### config.mk
export PLATFORM = sky130hd
export DESIGN_NAME = sbi_trap_decision_unit
export DESIGN_NICKNAME = d
export VERILOG_FILES = /design/src/rtl/stdu_pkg.sv /design/src/rtl/sbi_trap_decision_unit.sv
export SDC_FILE = /design/constraint.sdc
export NUM_CORES = 1
export LEC_CHECK = 0
export BUFFER_PORTS_ARGS = -buffer_cell sky130_fd_sc_hd__buf_2
export CAP_MARGIN = 20
export CORE_MARGIN = 2
export CORE_UTILIZATION = 50
export CTS_BUF_LIST = sky130_fd_sc_hd__clkbuf_4 sky130_fd_sc_hd__clkbuf_8 sky130_fd_sc_hd__clkbuf_16
export DETAILED_ROUTE_END_ITERATION = 10
export PLACE_DENSITY = 0.7
export SLEW_MARGIN = 10
export SYNTH_ARGS = -nofsm -noshare
export SYNTH_HDL_FRONTEND = slang
export SYNTH_SLANG_ARGS = --single-unit
### constraint.sdc
create_clock -name clk_i -period 14.6 [get_ports clk_i]
set_input_delay 1.46 -clock clk_i [delete_from_list [all_inputs] [get_ports clk_i]]
set_output_delay 1.46 -clock clk_i [all_outputs]
set_load 0.01 [all_outputs]
### src/rtl/stdu_pkg.sv
`timescale 1ns / 1ps
// Shared types and constants for the trap decision unit.
// No dependencies.
package stdu_pkg;

  // mcause codes
  localparam logic [31:0] CauseMtimer  = 32'h8000_0007;
  localparam logic [31:0] CauseEcallS  = 32'd9;
  localparam logic [31:0] CauseIllegal = 32'd2;

  // extension ids (legacy calls are ids 0..2)
  localparam logic [31:0] ExtLegacySetTimer = 32'd0;
  localparam logic [31:0] ExtLegacyPutchar  = 32'd1;
  localparam logic [31:0] ExtLegacyGetchar  = 32'd2;
  localparam logic [31:0] ExtBase           = 32'h0000_0010;
  localparam logic [31:0] ExtTime           = 32'h5449_4D45;
  localparam logic [31:0] ExtSrst           = 32'h5352_5354;

  // BASE function ids
  localparam logic [31:0] FidSpecVersion = 32'd0;
  localparam logic [31:0] FidImplId      = 32'd1;
  localparam logic [31:0] FidImplVersion = 32'd2;
  localparam logic [31:0] FidProbeExt    = 32'd3;
  localparam logic [31:0] FidMachVendor  = 32'd4;
  localparam logic [31:0] FidMachArch    = 32'd5;
  localparam logic [31:0] FidMachImpl    = 32'd6;

  // TIME and SRST function ids
  localparam logic [31:0] FidSetTimer = 32'd0;
  localparam logic [31:0] FidSysReset = 32'd0;

  localparam logic [31:0] SpecVersion    = 32'h0000_0002;
  localparam logic [31:0] ErrUnsupported = 32'hFFFF_FFFE;

  // rdtime / rdtimeh decode
  localparam logic [6:0]  OpcSystem = 7'h73;
  localparam logic [2:0]  Funct3Csrrs = 3'd2;
  localparam logic [11:0] CsrTime   = 12'hC01;
  localparam logic [11:0] CsrTimeh  = 12'hC81;

  localparam logic [7:0] CharNewline = 8'h0A;
  localparam logic [7:0] CharPanic   = 8'h21;

  localparam logic [3:0] SlotA0 = 4'd4;

  // configuration register indexes
  localparam logic [1:0] CfgFallbackTicks = 2'd0;
  localparam logic [1:0] CfgImplId        = 2'd1;
  localparam logic [1:0] CfgImplRevision  = 2'd2;

  localparam logic [31:0] FallbackTicksRst = 32'd2500000;
  localparam logic [31:0] ImplIdRst        = 32'h4B4F_5449;
  localparam logic [31:0] ImplRevisionRst  = 32'd1;

  typedef enum logic [1:0] {
    RegWrNone   = 2'd0,
    RegWrSingle = 2'd1,
    RegWrPair   = 2'd2
  } reg_write_e;

  typedef enum logic [1:0] {
    TpKeep     = 2'd0,
    TpSetStip  = 2'd1,
    TpClrStip  = 2'd2
  } timer_pend_e;

  typedef struct packed {
    logic [31:0] trap_cause;
    logic [31:0] ext_id;
    logic [31:0] func_id;
    logic [31:0] arg_zero;
    logic [31:0] arg_one;
    logic [31:0] trap_word;
    logic [63:0] time_now;
    logic [8:0]  key_code;
  } trap_req_t;

  typedef struct packed {
    reg_write_e  reg_write;
    logic [3:0]  reg_slot;
    logic [31:0] reg_value;
    logic [31:0] second_value;
    logic        pc_advance;
    logic        compare_write;
    logic [63:0] compare_value;
    timer_pend_e timer_pending;
    logic        char_valid;
    logic [7:0]  char_out;
    logic        halt;
    logic        key_pop;
  } trap_rsp_t;

  typedef struct packed {
    logic       hit;
    logic [3:0] slot;
  } frame_slot_t;

  // Caller-saved integer register -> trap frame slot.
  function automatic frame_slot_t frame_slot_of(logic [4:0] rd);
    frame_slot_t fs;
    fs.hit  = 1'b1;
    fs.slot = 4'd0;
    if (rd == 5'd1) begin
      fs.slot = 4'd0;
    end else if (rd >= 5'd5 && rd <= 5'd7) begin
      fs.slot = 4'(rd - 5'd4);
    end else if (rd >= 5'd10 && rd <= 5'd17) begin
      fs.slot = 4'(rd - 5'd6);
    end else if (rd >= 5'd28) begin
      fs.slot = 4'(rd - 5'd16);
    end else begin
      fs.hit = 1'b0;
    end
    return fs;
  endfunction

endpackage

### src/rtl/sbi_trap_decision_unit.sv
`timescale 1ns / 1ps
// Trap decision unit: request register, decode logic, response register.
// Depends on stdu_pkg.
//
// The request register loads at the accepting edge and the response register
//   loads from it once it can take. Throughput: one request per cycle as long
//   as responses are taken; the only logic between the two registers is the
//   decode and the 64-bit compare add.
// Reset: rst_ni clears both valid flags and loads the configuration registers
//   with fallback 2500000, implementation id 0x4B4F5449 and revision 1.
module sbi_trap_decision_unit (
  input  logic                     clk_i,
  input  logic                     rst_ni,
  // configuration write port
  input  logic                     cfg_we_i,
  input  logic [1:0]               cfg_index_i,
  input  logic [31:0]              cfg_data_i,
  // request channel
  input  logic                     in_valid_i,
  output logic                     in_ready_o,
  input  logic [31:0]              trap_cause_i,
  input  logic [31:0]              ext_id_i,
  input  logic [31:0]              func_id_i,
  input  logic [31:0]              arg_zero_i,
  input  logic [31:0]              arg_one_i,
  input  logic [31:0]              trap_word_i,
  input  logic [63:0]              time_now_i,
  input  logic signed [8:0]        key_code_i,
  // response channel
  output logic                     out_valid_o,
  input  logic                     out_ready_i,
  output stdu_pkg::reg_write_e     reg_write_o,
  output logic [3:0]               reg_slot_o,
  output logic [31:0]              reg_value_o,
  output logic [31:0]              second_value_o,
  output logic                     pc_advance_o,
  output logic                     compare_write_o,
  output logic [63:0]              compare_value_o,
  output stdu_pkg::timer_pend_e    timer_pending_o,
  output logic                     char_valid_o,
  output logic [7:0]               char_out_o,
  output logic                     halt_o,
  output logic                     key_pop_o
);
  import stdu_pkg::*;

  // configuration
  logic [31:0] fallback_ticks_q, impl_id_q, impl_rev_q;

  // pipeline registers
  logic      req_valid_q, rsp_valid_q;
  trap_req_t req_q;
  trap_rsp_t rsp_q, rsp_d;

  logic rsp_take;   // response register can load this cycle
  logic req_take;   // request register can load this cycle

  // Response stage loads when empty or being drained; request stage
  // loads when empty or when its content moves on. This lets a new
  // request in while a finished response is still waiting.
  assign rsp_take   = !rsp_valid_q || out_ready_i;
  assign req_take   = !req_valid_q || rsp_take;
  assign in_ready_o = req_take;

  // config writes: indexes beyond the list are ignored
  always_ff @(posedge clk_i or negedge rst_ni) begin
    if (!rst_ni) begin
      fallback_ticks_q <= FallbackTicksRst;
      impl_id_q        <= ImplIdRst;
      impl_rev_q       <= ImplRevisionRst;
    end else if (cfg_we_i) begin
      case (cfg_index_i)
        CfgFallbackTicks: fallback_ticks_q <= cfg_data_i;
        CfgImplId:        impl_id_q        <= cfg_data_i;
        CfgImplRevision:  impl_rev_q       <= cfg_data_i;
        default: ;
      endcase
    end
  end

  // request register
  always_ff @(posedge clk_i or negedge rst_ni) begin
    if (!rst_ni) begin
      req_valid_q <= 1'b0;
    end else if (req_take) begin
      req_valid_q <= in_valid_i;
    end
  end

  always_ff @(posedge clk_i) begin
    if (req_take && in_valid_i) begin
      req_q.trap_cause <= trap_cause_i;
      req_q.ext_id     <= ext_id_i;
      req_q.func_id    <= func_id_i;
      req_q.arg_zero   <= arg_zero_i;
      req_q.arg_one    <= arg_one_i;
      req_q.trap_word  <= trap_word_i;
      req_q.time_now   <= time_now_i;
      req_q.key_code   <= key_code_i;
    end
  end

  // ------------------------------------------------------------------
  // Decode
  // ------------------------------------------------------------------
  logic [11:0] csr_num;
  frame_slot_t rd_slot;
  logic        is_rdtime;
  logic        key_none;
  logic [31:0] key_ext;
  logic        probe_hit;

  assign csr_num  = req_q.trap_word[31:20];
  assign rd_slot  = frame_slot_of(req_q.trap_word[11:7]);
  assign is_rdtime = (req_q.trap_word[6:0] == OpcSystem)
                  && (req_q.trap_word[14:12] == Funct3Csrrs)
                  && (req_q.trap_word[19:15] == 5'd0)
                  && rd_slot.hit
                  && ((csr_num == CsrTime) || (csr_num == CsrTimeh));
  assign key_none = req_q.key_code[8];
  assign key_ext  = {{23{req_q.key_code[8]}}, req_q.key_code};
  assign probe_hit = (req_q.arg_zero == ExtBase) || (req_q.arg_zero == ExtTime)
                  || (req_q.arg_zero == ExtSrst) || (req_q.arg_zero <= 32'd2);

  always_comb begin
    logic [31:0] err;
    logic [31:0] res;
    logic        pair;
    logic        panic;

    err   = '0;
    res   = '0;
    pair  = 1'b0;
    panic = 1'b0;

    rsp_d.reg_write     = RegWrNone;
    rsp_d.reg_slot      = '0;
    rsp_d.reg_value     = '0;
    rsp_d.second_value  = '0;
    rsp_d.pc_advance    = 1'b0;
    rsp_d.compare_write = 1'b0;
    rsp_d.compare_value = '0;
    rsp_d.timer_pending = TpKeep;
    rsp_d.char_valid    = 1'b0;
    rsp_d.char_out      = '0;
    rsp_d.halt          = 1'b0;
    rsp_d.key_pop       = 1'b0;

    if (req_q.trap_cause == CauseMtimer) begin
      // inject STIP, rearm a fallback period ahead (wraps mod 2^64)
      rsp_d.timer_pending = TpSetStip;
      rsp_d.compare_write = 1'b1;
      rsp_d.compare_value = req_q.time_now + {32'd0, fallback_ticks_q};
    end else if (req_q.trap_cause == CauseEcallS) begin
      rsp_d.pc_advance = 1'b1;
      pair = 1'b1;
      if (req_q.ext_id == ExtLegacySetTimer) begin
        pair = 1'b0;
        rsp_d.compare_write = 1'b1;
        rsp_d.timer_pending = TpClrStip;
        rsp_d.compare_value = {req_q.arg_one, req_q.arg_zero};
        rsp_d.reg_write     = RegWrSingle;
        rsp_d.reg_slot      = SlotA0;
      end else if (req_q.ext_id == ExtLegacyPutchar) begin
        pair = 1'b0;
        rsp_d.char_valid = 1'b1;
        rsp_d.char_out   = req_q.arg_zero[7:0];
        rsp_d.reg_write  = RegWrSingle;
        rsp_d.reg_slot   = SlotA0;
      end else if (req_q.ext_id == ExtLegacyGetchar) begin
        // negative code: nothing ready, written as is but not popped
        pair = 1'b0;
        rsp_d.reg_write = RegWrSingle;
        rsp_d.reg_slot  = SlotA0;
        rsp_d.reg_value = key_ext;
        rsp_d.key_pop   = !key_none;
      end else if (req_q.ext_id == ExtBase) begin
        case (req_q.func_id)
          FidSpecVersion: res = SpecVersion;
          FidImplId:      res = impl_id_q;
          FidImplVersion: res = impl_rev_q;
          FidProbeExt:    res = {31'd0, probe_hit};
          FidMachVendor, FidMachArch, FidMachImpl: res = '0;
          default:        err = ErrUnsupported;
        endcase
      end else if (req_q.ext_id == ExtTime) begin
        if (req_q.func_id == FidSetTimer) begin
          rsp_d.compare_write = 1'b1;
          rsp_d.timer_pending = TpClrStip;
          rsp_d.compare_value = {req_q.arg_one, req_q.arg_zero};
        end else begin
          err = ErrUnsupported;
        end
      end else if (req_q.ext_id == ExtSrst) begin
        if (req_q.func_id == FidSysReset) begin
          // system reset: newline then halt, frame untouched
          pair = 1'b0;
          rsp_d.pc_advance = 1'b0;
          rsp_d.char_valid = 1'b1;
          rsp_d.char_out   = CharNewline;
          rsp_d.halt       = 1'b1;
        end else begin
          err = ErrUnsupported;
        end
      end else begin
        err = ErrUnsupported;
      end
      if (pair) begin
        rsp_d.reg_write    = RegWrPair;
        rsp_d.reg_slot     = SlotA0;
        rsp_d.reg_value    = err;
        rsp_d.second_value = res;
      end
    end else if (req_q.trap_cause == CauseIllegal) begin
      // rdtime / rdtimeh emulation into a caller-saved rd
      if (is_rdtime) begin
        rsp_d.reg_write  = RegWrSingle;
        rsp_d.reg_slot   = rd_slot.slot;
        rsp_d.pc_advance = 1'b1;
        rsp_d.reg_value  = (csr_num == CsrTime) ? req_q.time_now[31:0]
                                                : req_q.time_now[63:32];
      end else begin
        panic = 1'b1;
      end
    end else begin
      panic = 1'b1;
    end

    if (panic) begin
      rsp_d.char_valid = 1'b1;
      rsp_d.char_out   = CharPanic;
      rsp_d.halt       = 1'b1;
    end
  end

  // response register
  always_ff @(posedge clk_i or negedge rst_ni) begin
    if (!rst_ni) begin
      rsp_valid_q <= 1'b0;
    end else if (rsp_take) begin
      rsp_valid_q <= req_valid_q;
    end
  end

  always_ff @(posedge clk_i) begin
    if (rsp_take && req_valid_q) begin
      rsp_q <= rsp_d;
    end
  end

  assign out_valid_o     = rsp_valid_q;
  assign reg_write_o     = rsp_q.reg_write;
  assign reg_slot_o      = rsp_q.reg_slot;
  assign reg_value_o     = rsp_q.reg_value;
  assign second_value_o  = rsp_q.second_value;
  assign pc_advance_o    = rsp_q.pc_advance;
  assign compare_write_o = rsp_q.compare_write;
  assign compare_value_o = rsp_q.compare_value;
  assign timer_pending_o = rsp_q.timer_pending;
  assign char_valid_o    = rsp_q.char_valid;
  assign char_out_o      = rsp_q.char_out;
  assign halt_o          = rsp_q.halt;
  assign key_pop_o       = rsp_q.key_pop;

endmodule

# Word level (Yosys, flattened, before mapping)
# Index checks and enable logic that the tools add are counted.
# word_totals
output_inout_bits,151
latchBits,0
mem_bits_rw,0
mem_bits_ro,0
memories,0
reg_bits,512
inputBits,304
# classes
div,0
n_eq_ne,24
bitwise,4
order_cmp,6
multipliers,0
n_addsub,4
muxes,67
shift,0
n_reduce_logical,29
# ops
op,n
$mux W32,15
$mux W78,6
$mux W67,3
$eq A32 B2 Y1 const B,4
$eq A32 B31 Y1 const B,4
$pmux W32 S4,1
$mux W37,3
$eq A32 B3 Y1 const B,3
$mux W70,1
$mux W68,1
$mux W66,1
$add A64 B32 Y64,1
$eq A32 B1 Y1 const B,2
$eq A32 B5 Y1 const B,2
$logic_not A32 Y1,2
$mux W38,1
$eq A32 B32 Y1 const B,1
$eq A32 B4 Y1 const B,1
$le A32 B2 Y1 const B,1
$mux W10,3
$eq A12 B12 Y1 const B,2
$mux W1,22
$mux W11,2
$mux W4,4
other kinds (27),48

# Depth between registers and ports, before layout
# Gate-level depths: netlist (run 1).
# logic_depth
ltp_word,13
depth_mapped,13

# Least setup slack after synthesis (run 1)
# No wires, ideal clock.
# synth_timing
path_kind,input to register
start,input out_ready_i
end,register req_q (netlist bit csr_num[0]) (enable)
stages,2
path_buffers,0
required_time_ps,13940
path_slack_ps,6238
arrival_ps,7702
cell_sequence,nand3b_1 -> and2_1
# synth_between
elab_chain_cells,3
# synth_rtl
item,line,source
from (decl),sbi_trap_decision_unit.sv:31,"input logic out_ready_i,"
$logic_or A1 B1 Y1,sbi_trap_decision_unit.sv:61,assign rsp_take = !rsp_valid_q || out_ready_i;
$logic_or A1 B1 Y1,sbi_trap_decision_unit.sv:62,assign req_take = !req_valid_q || rsp_take;
$logic_and A1 B1 Y1,sbi_trap_decision_unit.sv:91,if (req_take && in_valid_i) begin
to (decl),sbi_trap_decision_unit.sv:52,trap_req_t req_q;
# No other way between the ends.
# A chain may end at the register's enable or synchronous reset.

# Worst setup path in the final report (run 1)
# layout_timing
start,input out_ready_i
end,register req_q[258] (netlist name) (enable)
# Same word-level chain as after synthesis.

==> results of run 1 <==
critical path, delay by kind of cell:
kind	cells	cell delay, ns
buf+inv	3	1.71
simple gates	2	0.74
worst paths after layout:
kind / from / to / slack [ns] / cells after the start
min in group asynchronous: rst_ni / out_valid_o$_DFFE_PN0P_ / 0.82 / 1
worst min-delay path: impl_id_q[1]$_DFFE_PN0P_ / impl_id_q[1]$_DFFE_PN0P_ / 0.51 / 1
worst min register to register: impl_id_q[1]$_DFFE_PN0P_ / impl_id_q[1]$_DFFE_PN0P_ / 0.51 / 1
worst max-delay path: out_ready_i / req_q[258]$_DFFE_PP_ / 10.79 / 5
worst max register to register: req_q[9]$_DFFE_PP_ / compare_value_o[48]$_DFFE_PP_ / 10.86 / 12
max in group asynchronous: rst_ni / fallback_ticks_q[29]$_DFFE_PN0P_ / 12.60 / 2
layer usage:
metal  global-route usage (%)  wire, um  vias up
met5                        0        89        -
met1                     34.4     23100     6924
met4                     9.44      1860       14
met3                     6.23      5000      127
met2                     43.3     28600      687
li1                         -         -     6498
state kept, by name (all words and copies together) (netlist names):
name,count
char_out_o,8
pc_advance_o,1
key_ext,9
impl_rev_q,32
halt_o,1
req_valid_q,1
impl_id_q,32
timer_pending_o,2
reg_slot_o,4
out_valid_o,1
second_value_o,32
reg_value_o,32
fallback_ticks_q,32
compare_value_o,64
req_q,244
compare_write_o,1
csr_num,12
reg_write_o,2
char_valid_o,1
key_pop_o,1
cell families after synthesis:
logic type | count (synthesis)
compound gates | 265
xor+xnor | 63
fa+ha+maj | 39
buf+inv | 74
flops | 512
mux | 128
simple gates | 373
cell usage after synthesis, types with 15 or more instances:
master	instances	area, um2
dfstp_2	24	631
a22oi_1	33	248
ha_1	38	475
xor2_1	27	236
dfrtp_1	74	1850
inv_1	24	90.1
nor3_1	16	80.1
nand3_1	23	115
xnor2_1	36	315
nand2_1	121	454
a21oi_1	46	230
and3_1	15	93.8
o21ai_0	95	475
nor4_1	26	163
o21ai_1	15	75.1
mux2i_1	33	330
edfxtp_1	414	12400
nor2_1	70	263
clkbuf_1	35	131
nand4_1	28	175
mux2_2	95	1070
layout make-up:
cell class	count	area, um2
Clock buffer	57	1320
Antenna cell	7	17.5
Sequential cell	512	14900
Multi-Input combinational cell	868	6010
Fill cell	3298	16200
Tap cell	539	674
Inverter	24	90.1
Clock inverter	39	334
Timing Repair Buffer	470	2390
power breakdown:
part | switching (W) | total, W | internal [W] | leakage, nW
combinational | 0.000243 | 0.000420 | 0.000178 | 3.88
clock | 0.000569 | 0.00130 | 0.000729 | 0.809
sequential | 0.0000724 | 0.00180 | 0.00173 | 5.17
total | 0.000884 | 0.00352 | 0.00263 | 9.86
per-stage QoR:
step                total power, W  util (%)  instance area (um2)
floorplan                  0.00208         -                21200
global placement           0.00223      57.4                24100
detailed placement         0.00225      57.4                24100
CTS                        0.00354      61.4                25700
global route               0.00364      61.4                25700
finish                     0.00352      61.4                25800
==> metrics.yaml, run 1 <==
finish:
  nets: 2270
  drive_gt1_share_pct: 35.2
  syn_to_final_growth_pct: 21.4
  fin_cells: 2516
  mostFrequentLayoutCell: "buf_2"
  final_cell_mix: "453 x buf_2, 414 x edfxtp_1, 121 x nand2_1"
synthesis:
  ys_async_sr_fraction_pct: 19.1
  synth_compound_area_share_pct: 7.64
  synthAdderAreaFrac_pct: 2.34
  synth.avg_cell_area_um2: 14.6
  yosysWarnings: 0
  synth_flop_cell: "edfxtp_1"
  ys_types: 68
  synth_top_family_by_area: "simple AND/OR/NAND/NOR gates"
  synth_cells: 1454
  synth_seq_cells: 512
  synthesis.nets: 1797
  syn_area_mm2: 0.0212
  synth_xor_area_share_pct: 2.60
  synth_mux_area_share_pct: 6.60
  synth-edff-count: 414
  synth_seq_area_share_pct: 70.3
  yosys.area_share.simple_pct: 9.00
die:
  fp.dieW_um: 210
  row_count: 75
  coreArea_mm2: 0.0419
  die_h_um: 210
  die-area_mm2: 0.0441
  io_pins: 455
  start_util_pct: 50.6
timing:
  skew_ns: 0.0200
  fmax_mhz: 262
  maxSlewViolCount: 0
  fin_ws_ns: 10.79
  fin_setup_tns_ns: 0
  whs_ns: 0.505
  timing_worst_slew_pin_value_ns: 1.04
  fin_crit_sh_pct: 26.1
  slew_headroom_pct: 31.0
  post-route-min-period_ns: 3.81
  setup-violations-final: 0
  rsz0062_at_grt: "false"
  finalHoldViolCount: 0
routing:
  routed_wl_um: 58700
  via_per_inst: 5.66
  num_vias: 14300
  wl_per_cell_um: 23.3
  drc: 0
  firstDrtPassIters: 6
  ant_nets: 0
  drt_iter0_markers: 1211
critical_path:
  max_stage_delay_ns: 0.83
  crit_type: "in -> reg"
  path_cells: "buf_2 -> nand3b_1 -> and2_4 -> buf_4 -> buf_4"
  crit_slowest_cell: "buf_4"
  cp_common_cell: "buf_4"
  startpoint_type: "primary input"
  crit_required_ns: 14.83
  arrival_ns: 4.05
  crit_fanout: 76
  end_kind: "flip-flop"
grt:
  antenna_found_initial: 15
  grt_usage_pct: 26.3
  grt_pass1_vias: 14300
  grt_overflow: 0
  grt_first_pass_wirelength_um: 85600
  grt_max_degree: 78
clocking:
  root_buffer: "clkbuf_16"
  cts_tree: "yes"
  post_cts_buffers: 0
  cts_buffers: 51
  cts.htree.levels: 2
  cts.reportedPaths.clkPinSlew_ns: 0.06
  cts_hold_buf: 0
  cts.sinks: 512
  cts_resized: 0
  clk_latency_ns: 0.60
  clockBufferDepth: 3
pwr:
  p_leak_nw: 9.86
  power_density_mw_per_mm2: 137
  vdd_drop_max_v: 0.000110
run:
  cap_violations: 0
hold_path:
  hold_class: "reg -> reg"
placed_design:
  dp.cells: 2413
  dp_hpwl_um: 42900
  numPortBuffers: 454
  pre_cts_ws_ns: 10.11
  gp_congestion: 0.906
outcome:
  status: "complete, no violations"
(Power assumes the default switching activity.)
==> inputs of run 2 (changes only) <==
- ABC_AREA: unset -> 1
- PLACE_DENSITY: 0.7 -> 0.69
- clock period: 14.6 -> 4 ns (I/O delays scaled with it)
==> run 2 against run 1 <==
  * Sequential share of layout area decreased by 9.7 points
  * Combinational power increased to 4.7 times the previous value
  * Largest power group unchanged
  * Die area grew 10%
  * Non-clock buffer count grew 270
  * Final area rose by 20%
  * Global-route usage is 6.9 points higher
  * Clock skew grew 0.017 ns
  * Clock-buffer cell count up 4
  * Final cell count is 50% higher
  * First-iteration DRC count grew 66%
  * Sequential cell count stayed put
  * Critical path type is now reg -> reg
  * Highest routed layer unchanged
==> metrics.yaml, run 2 <==
routing:
  num_vias: 20500  # was 14.3k
  wl_per_cell_um: 21.4  # was 23.3 um
  ant_nets: 0  # unchanged
  via_per_inst: 5.44  # was 5.66
  drt_iter0_markers: 2014  # was 1,211
  drc: 0  # unchanged
  routed_wl_um: 80800  # was 58,700 um
  firstDrtPassIters: 6  # unchanged
synthesis:
  synth_flop_cell: "edfxtp_1"  # unchanged
  ys_types: 47  # was 68
  ys_async_sr_fraction_pct: 19.1  # unchanged
  synth_seq_area_share_pct: 63.8  # was 70.3%
  synthTopCellsByCount: "728 x nand2_1, 414 x edfxtp_1, 258 x inv_1"  # was 414 x edfxtp_1, 121 x nand2_1, 95 x mux2_2, 95 x o21ai_0, 74 x dfrtp_1
  synth-edff-count: 414  # unchanged
  synthesis.nets: 2721  # was 1,797
  synth_cells: 2378  # was 1,454
  synth_seq_cells: 512  # unchanged
  synth.most_common_cell: "nand2_1"  # was edfxtp_1
  synthTopCellsByArea: "edfxtp_1 53%, nand2_1 12%, dfrtp_1 7.9%, inv_1 4.1%, o21ai_0 3.7%"  # was edfxtp_1 59%, dfrtp_1 8.7%, mux2_2 5.0%, dfstp_2 3.0%, ha_1 2.2%
  synth_top_area_share_pct: 53.1  # was 58.6%
  syn_area_mm2: 0.0234  # was 0.0212 mm2
  synth.avg_cell_area_um2: 9.84  # was 14.6 um2
  yosysWarnings: 0  # unchanged
  synth_top_cell_by_area: "edfxtp_1"  # unchanged
critical_path:
  crit_type: "reg -> reg"  # was in -> reg
  crit_required_ns: 4.46  # was 14.83 ns
  arrival_ns: 3.59  # was 4.05 ns
  reg2reg_from: "req_q[258]$_DFFE_PP_"  # was req_q[9]$_DFFE_PP_
  r2r_slack_ns: 0.87  # was 10.86 ns
  end_kind: "flip-flop"  # unchanged
  rr_worst_depth: 7  # was 12
  startpoint_type: "flip-flop"  # was primary input
  timing.rr.end: "compare_value_o[55]$_DFFE_PP_"  # was compare_value_o[48]$_DFFE_PP_
  crit_fanout: 43  # was 76
clocking:
  cts.sinks: 512  # unchanged
  cts_buffers: 53  # was 51
  clockBufferDepth: 3  # unchanged
  cts.htree.levels: 2  # unchanged
  post_cts_buffers: 0  # unchanged
  root_buffer: "clkbuf_16"  # unchanged
  clk_latency_ns: 0.63  # was 0.60 ns
  cts_tree: "yes"  # unchanged
  cts.reportedPaths.clkPinSlew_ns: 0.07  # was 0.06 ns
placed_design:
  dp_hpwl_um: 55700  # was 42,900 um
  gp_congestion: 0.938  # was 0.906
  numPortBuffers: 454  # unchanged
  dp.cells: 3403  # was 2,413
  place_area_mm2: 0.0265  # was 0.0241 mm2
timing:
  post-route-min-period_ns: 3.13
  rsz0062_at_grt: "false"  # unchanged
  fin_setup_tns_ns: 0  # unchanged
  maxSlewViolCount: 0  # unchanged
  finalHoldViolCount: 0  # unchanged
  fin_crit_sh_pct: 78.3
  fmax_mhz: 319
  slew_headroom_pct: 35.6  # was 31.0%
  timing_worst_slew_pin_value_ns: 0.966  # was 1.04 ns
  skew_ns: 0.0371  # was 0.0200 ns
  setup-violations-final: 0  # unchanged
finish:
  drive_gt1_share_pct: 19.8  # was 35.2%
  nFillCells: 3548  # was 3,298
  nets: 3460  # was 2,270
  design_area_mm2: 0.0309  # was 0.0258 mm2
  final_cell_mix: "726 x nand2_1, 453 x buf_2, 414 x edfxtp_1"  # was 453 x buf_2, 414 x edfxtp_1, 121 x nand2_1
  largest_register: "req_q"  # unchanged
  largest_reg_flops: 244  # unchanged
  mostFrequentLayoutCell: "nand2_1"  # was buf_2
  syn_to_final_growth_pct: 32.2  # was 21.4%
  fin_cells: 3770  # was 2,516
grt:
  grt_pass1_vias: 20500  # was 14.3k
  grt_first_pass_wirelength_um: 120000  # was 85,600 um
  antenna_found_initial: 2  # was 15
  grt_overflow: 0  # unchanged
  grt_max_degree: 150  # was 78
  grt_usage_pct: 33.2  # was 26.3%
die:
  die-area_mm2: 0.0485  # was 0.0441 mm2
  start_util_pct: 50.5  # was 50.6%
  io_pins: 455  # unchanged
  row_count: 79  # was 75
  die_h_um: 220  # was 210 um
  coreArea_mm2: 0.0464  # was 0.0419 mm2
  fp.dieW_um: 220  # was 210 um
hold_path:
  hold_class: "in -> reg"  # was reg -> reg
  min_from: "time_now_i[9]"  # was impl_id_q[1]$_DFFE_PN0P_
  worstHoldEndpoint: "req_q[18]$_DFFE_PP_"  # was impl_id_q[1]$_DFFE_PN0P_
  hold-path-cell-count: 1  # unchanged
pwr:
  power_density_mw_per_mm2: 437  # was 137 mW/mm2
  power_w: 0.0135  # was 0.00352 W
  p_leak_nw: 13.8  # was 9.86 nW
  vdd_drop_max_v: 0.000475  # was 0.000110 V
outcome:
  status: "complete, no violations"  # unchanged
run:
  cap_violations: 0  # unchanged
[run 2: cell count changes after synthesis, sizes merged, moves of 26 or more]
cell	delta
xnor2	-35
xor2	-26
o21ai	+64
nand2	+609
mux2	-95
nand3	+131
nor2	+128
a22o	+26
a22oi	-33
inv	+235
mux2i	-33
[run 2: layout make-up]
| class | instances | area [um2] | area share, % |
|---|---|---|---|
| Sequential cell | 512 | 14900 | 48.2 |
| Multi-Input combinational cell | 1550 | 7320 | 23.7 |
| Timing Repair Buffer | 740 | 5220 | 16.9 |
| Clock buffer | 61 | 1400 | 4.52 |
| Inverter | 260 | 983 | 3.18 |
| Tap cell | 607 | 759 | 2.46 |
| Clock inverter | 39 | 327 | 1.06 |
| Antenna cell | 1 | 2.50 | 0.00809 |
[run 2: worst max path at each step]
stage	start	to	slack, ns
after floorplan	out_ready_i	csr_num[0]$_DFFE_PP_	-1.04
after global placement	req_q[250]$_DFFE_PP_	compare_value_o[12]$_DFFE_PP_	1.10
after detailed placement	req_q[250]$_DFFE_PP_	compare_value_o[12]$_DFFE_PP_	1.04
after CTS	req_q[250]$_DFFE_PP_	compare_value_o[57]$_DFFE_PP_	1.01
after global routing	req_q[250]$_DFFE_PP_	compare_value_o[32]$_DFFE_PP_	0.65
final	req_q[258]$_DFFE_PP_	compare_value_o[55]$_DFFE_PP_	0.87
[run 2: logic make-up after synthesis]
kind of cell / after synthesis / share of synthesized area [%]
simple gates: 1219 / 22.0
fa+ha+maj: 39 / 2.12
compound gates: 290 / 6.82
buf+inv: 316 / 5.24
xor+xnor: 2 / 0.0749
flops: 512 / 63.8
[run 2: through the flow]
| step | hold slack [ns] | utilization [%] | setup slack, ns |
|---|---|---|---|
| 3_3_place_gp | 0.466 | 57.0 | 1.10 |
| 3_5_place_dp | 0.474 | 57.2 | 1.04 |
| 5_1_grt | 0.0130 | 66.7 | 0.649 |
| 2_1_floorplan | 0.104 | - | -1.04 |
| 6_report | 0.0215 | 66.7 | 0.869 |
| 4_1_cts | 0.000346 | 66.6 | 1.01 |
[run 2: critical path: stages, from the launching register on]
cell      delay [ns]
edfxtp_1        0.42
nor4_2          0.43
nand4_1         0.25
nor3_4          0.41
nand2_2         0.41
inv_2           0.73
nand2_1         0.14
o21ai_1         0.12
[run 2: what timing repair did]
action,4_1_cts,5_1_grt
endpoints found under the setup margin,0,0
gates resized for setup,0,0
hold buffers,264,0
endpoints found under the hold margin,315,0
[run 2: power by group]
group          total (W)  switching, W  internal (W)  leakage, nW
Sequential       0.00667      0.000303       0.00636         5.18
Clock            0.00490       0.00226       0.00264        0.844
Combinational    0.00197       0.00124      0.000721         7.78
[run 2: metal layers]
metal / wire length (um) / part of all wire [%] / up-vias / GRT usage (%)
li1: - / - / 9481 / -
met2: 39700 / 49 / 989 / 56.3
met4: 2710 / 3.4 / 4 / 11.3
met3: 6660 / 8.2 / 157 / 6.57
met5: 23 / 0.028 / - / 0
met1: 31700 / 39 / 9881 / 42.6
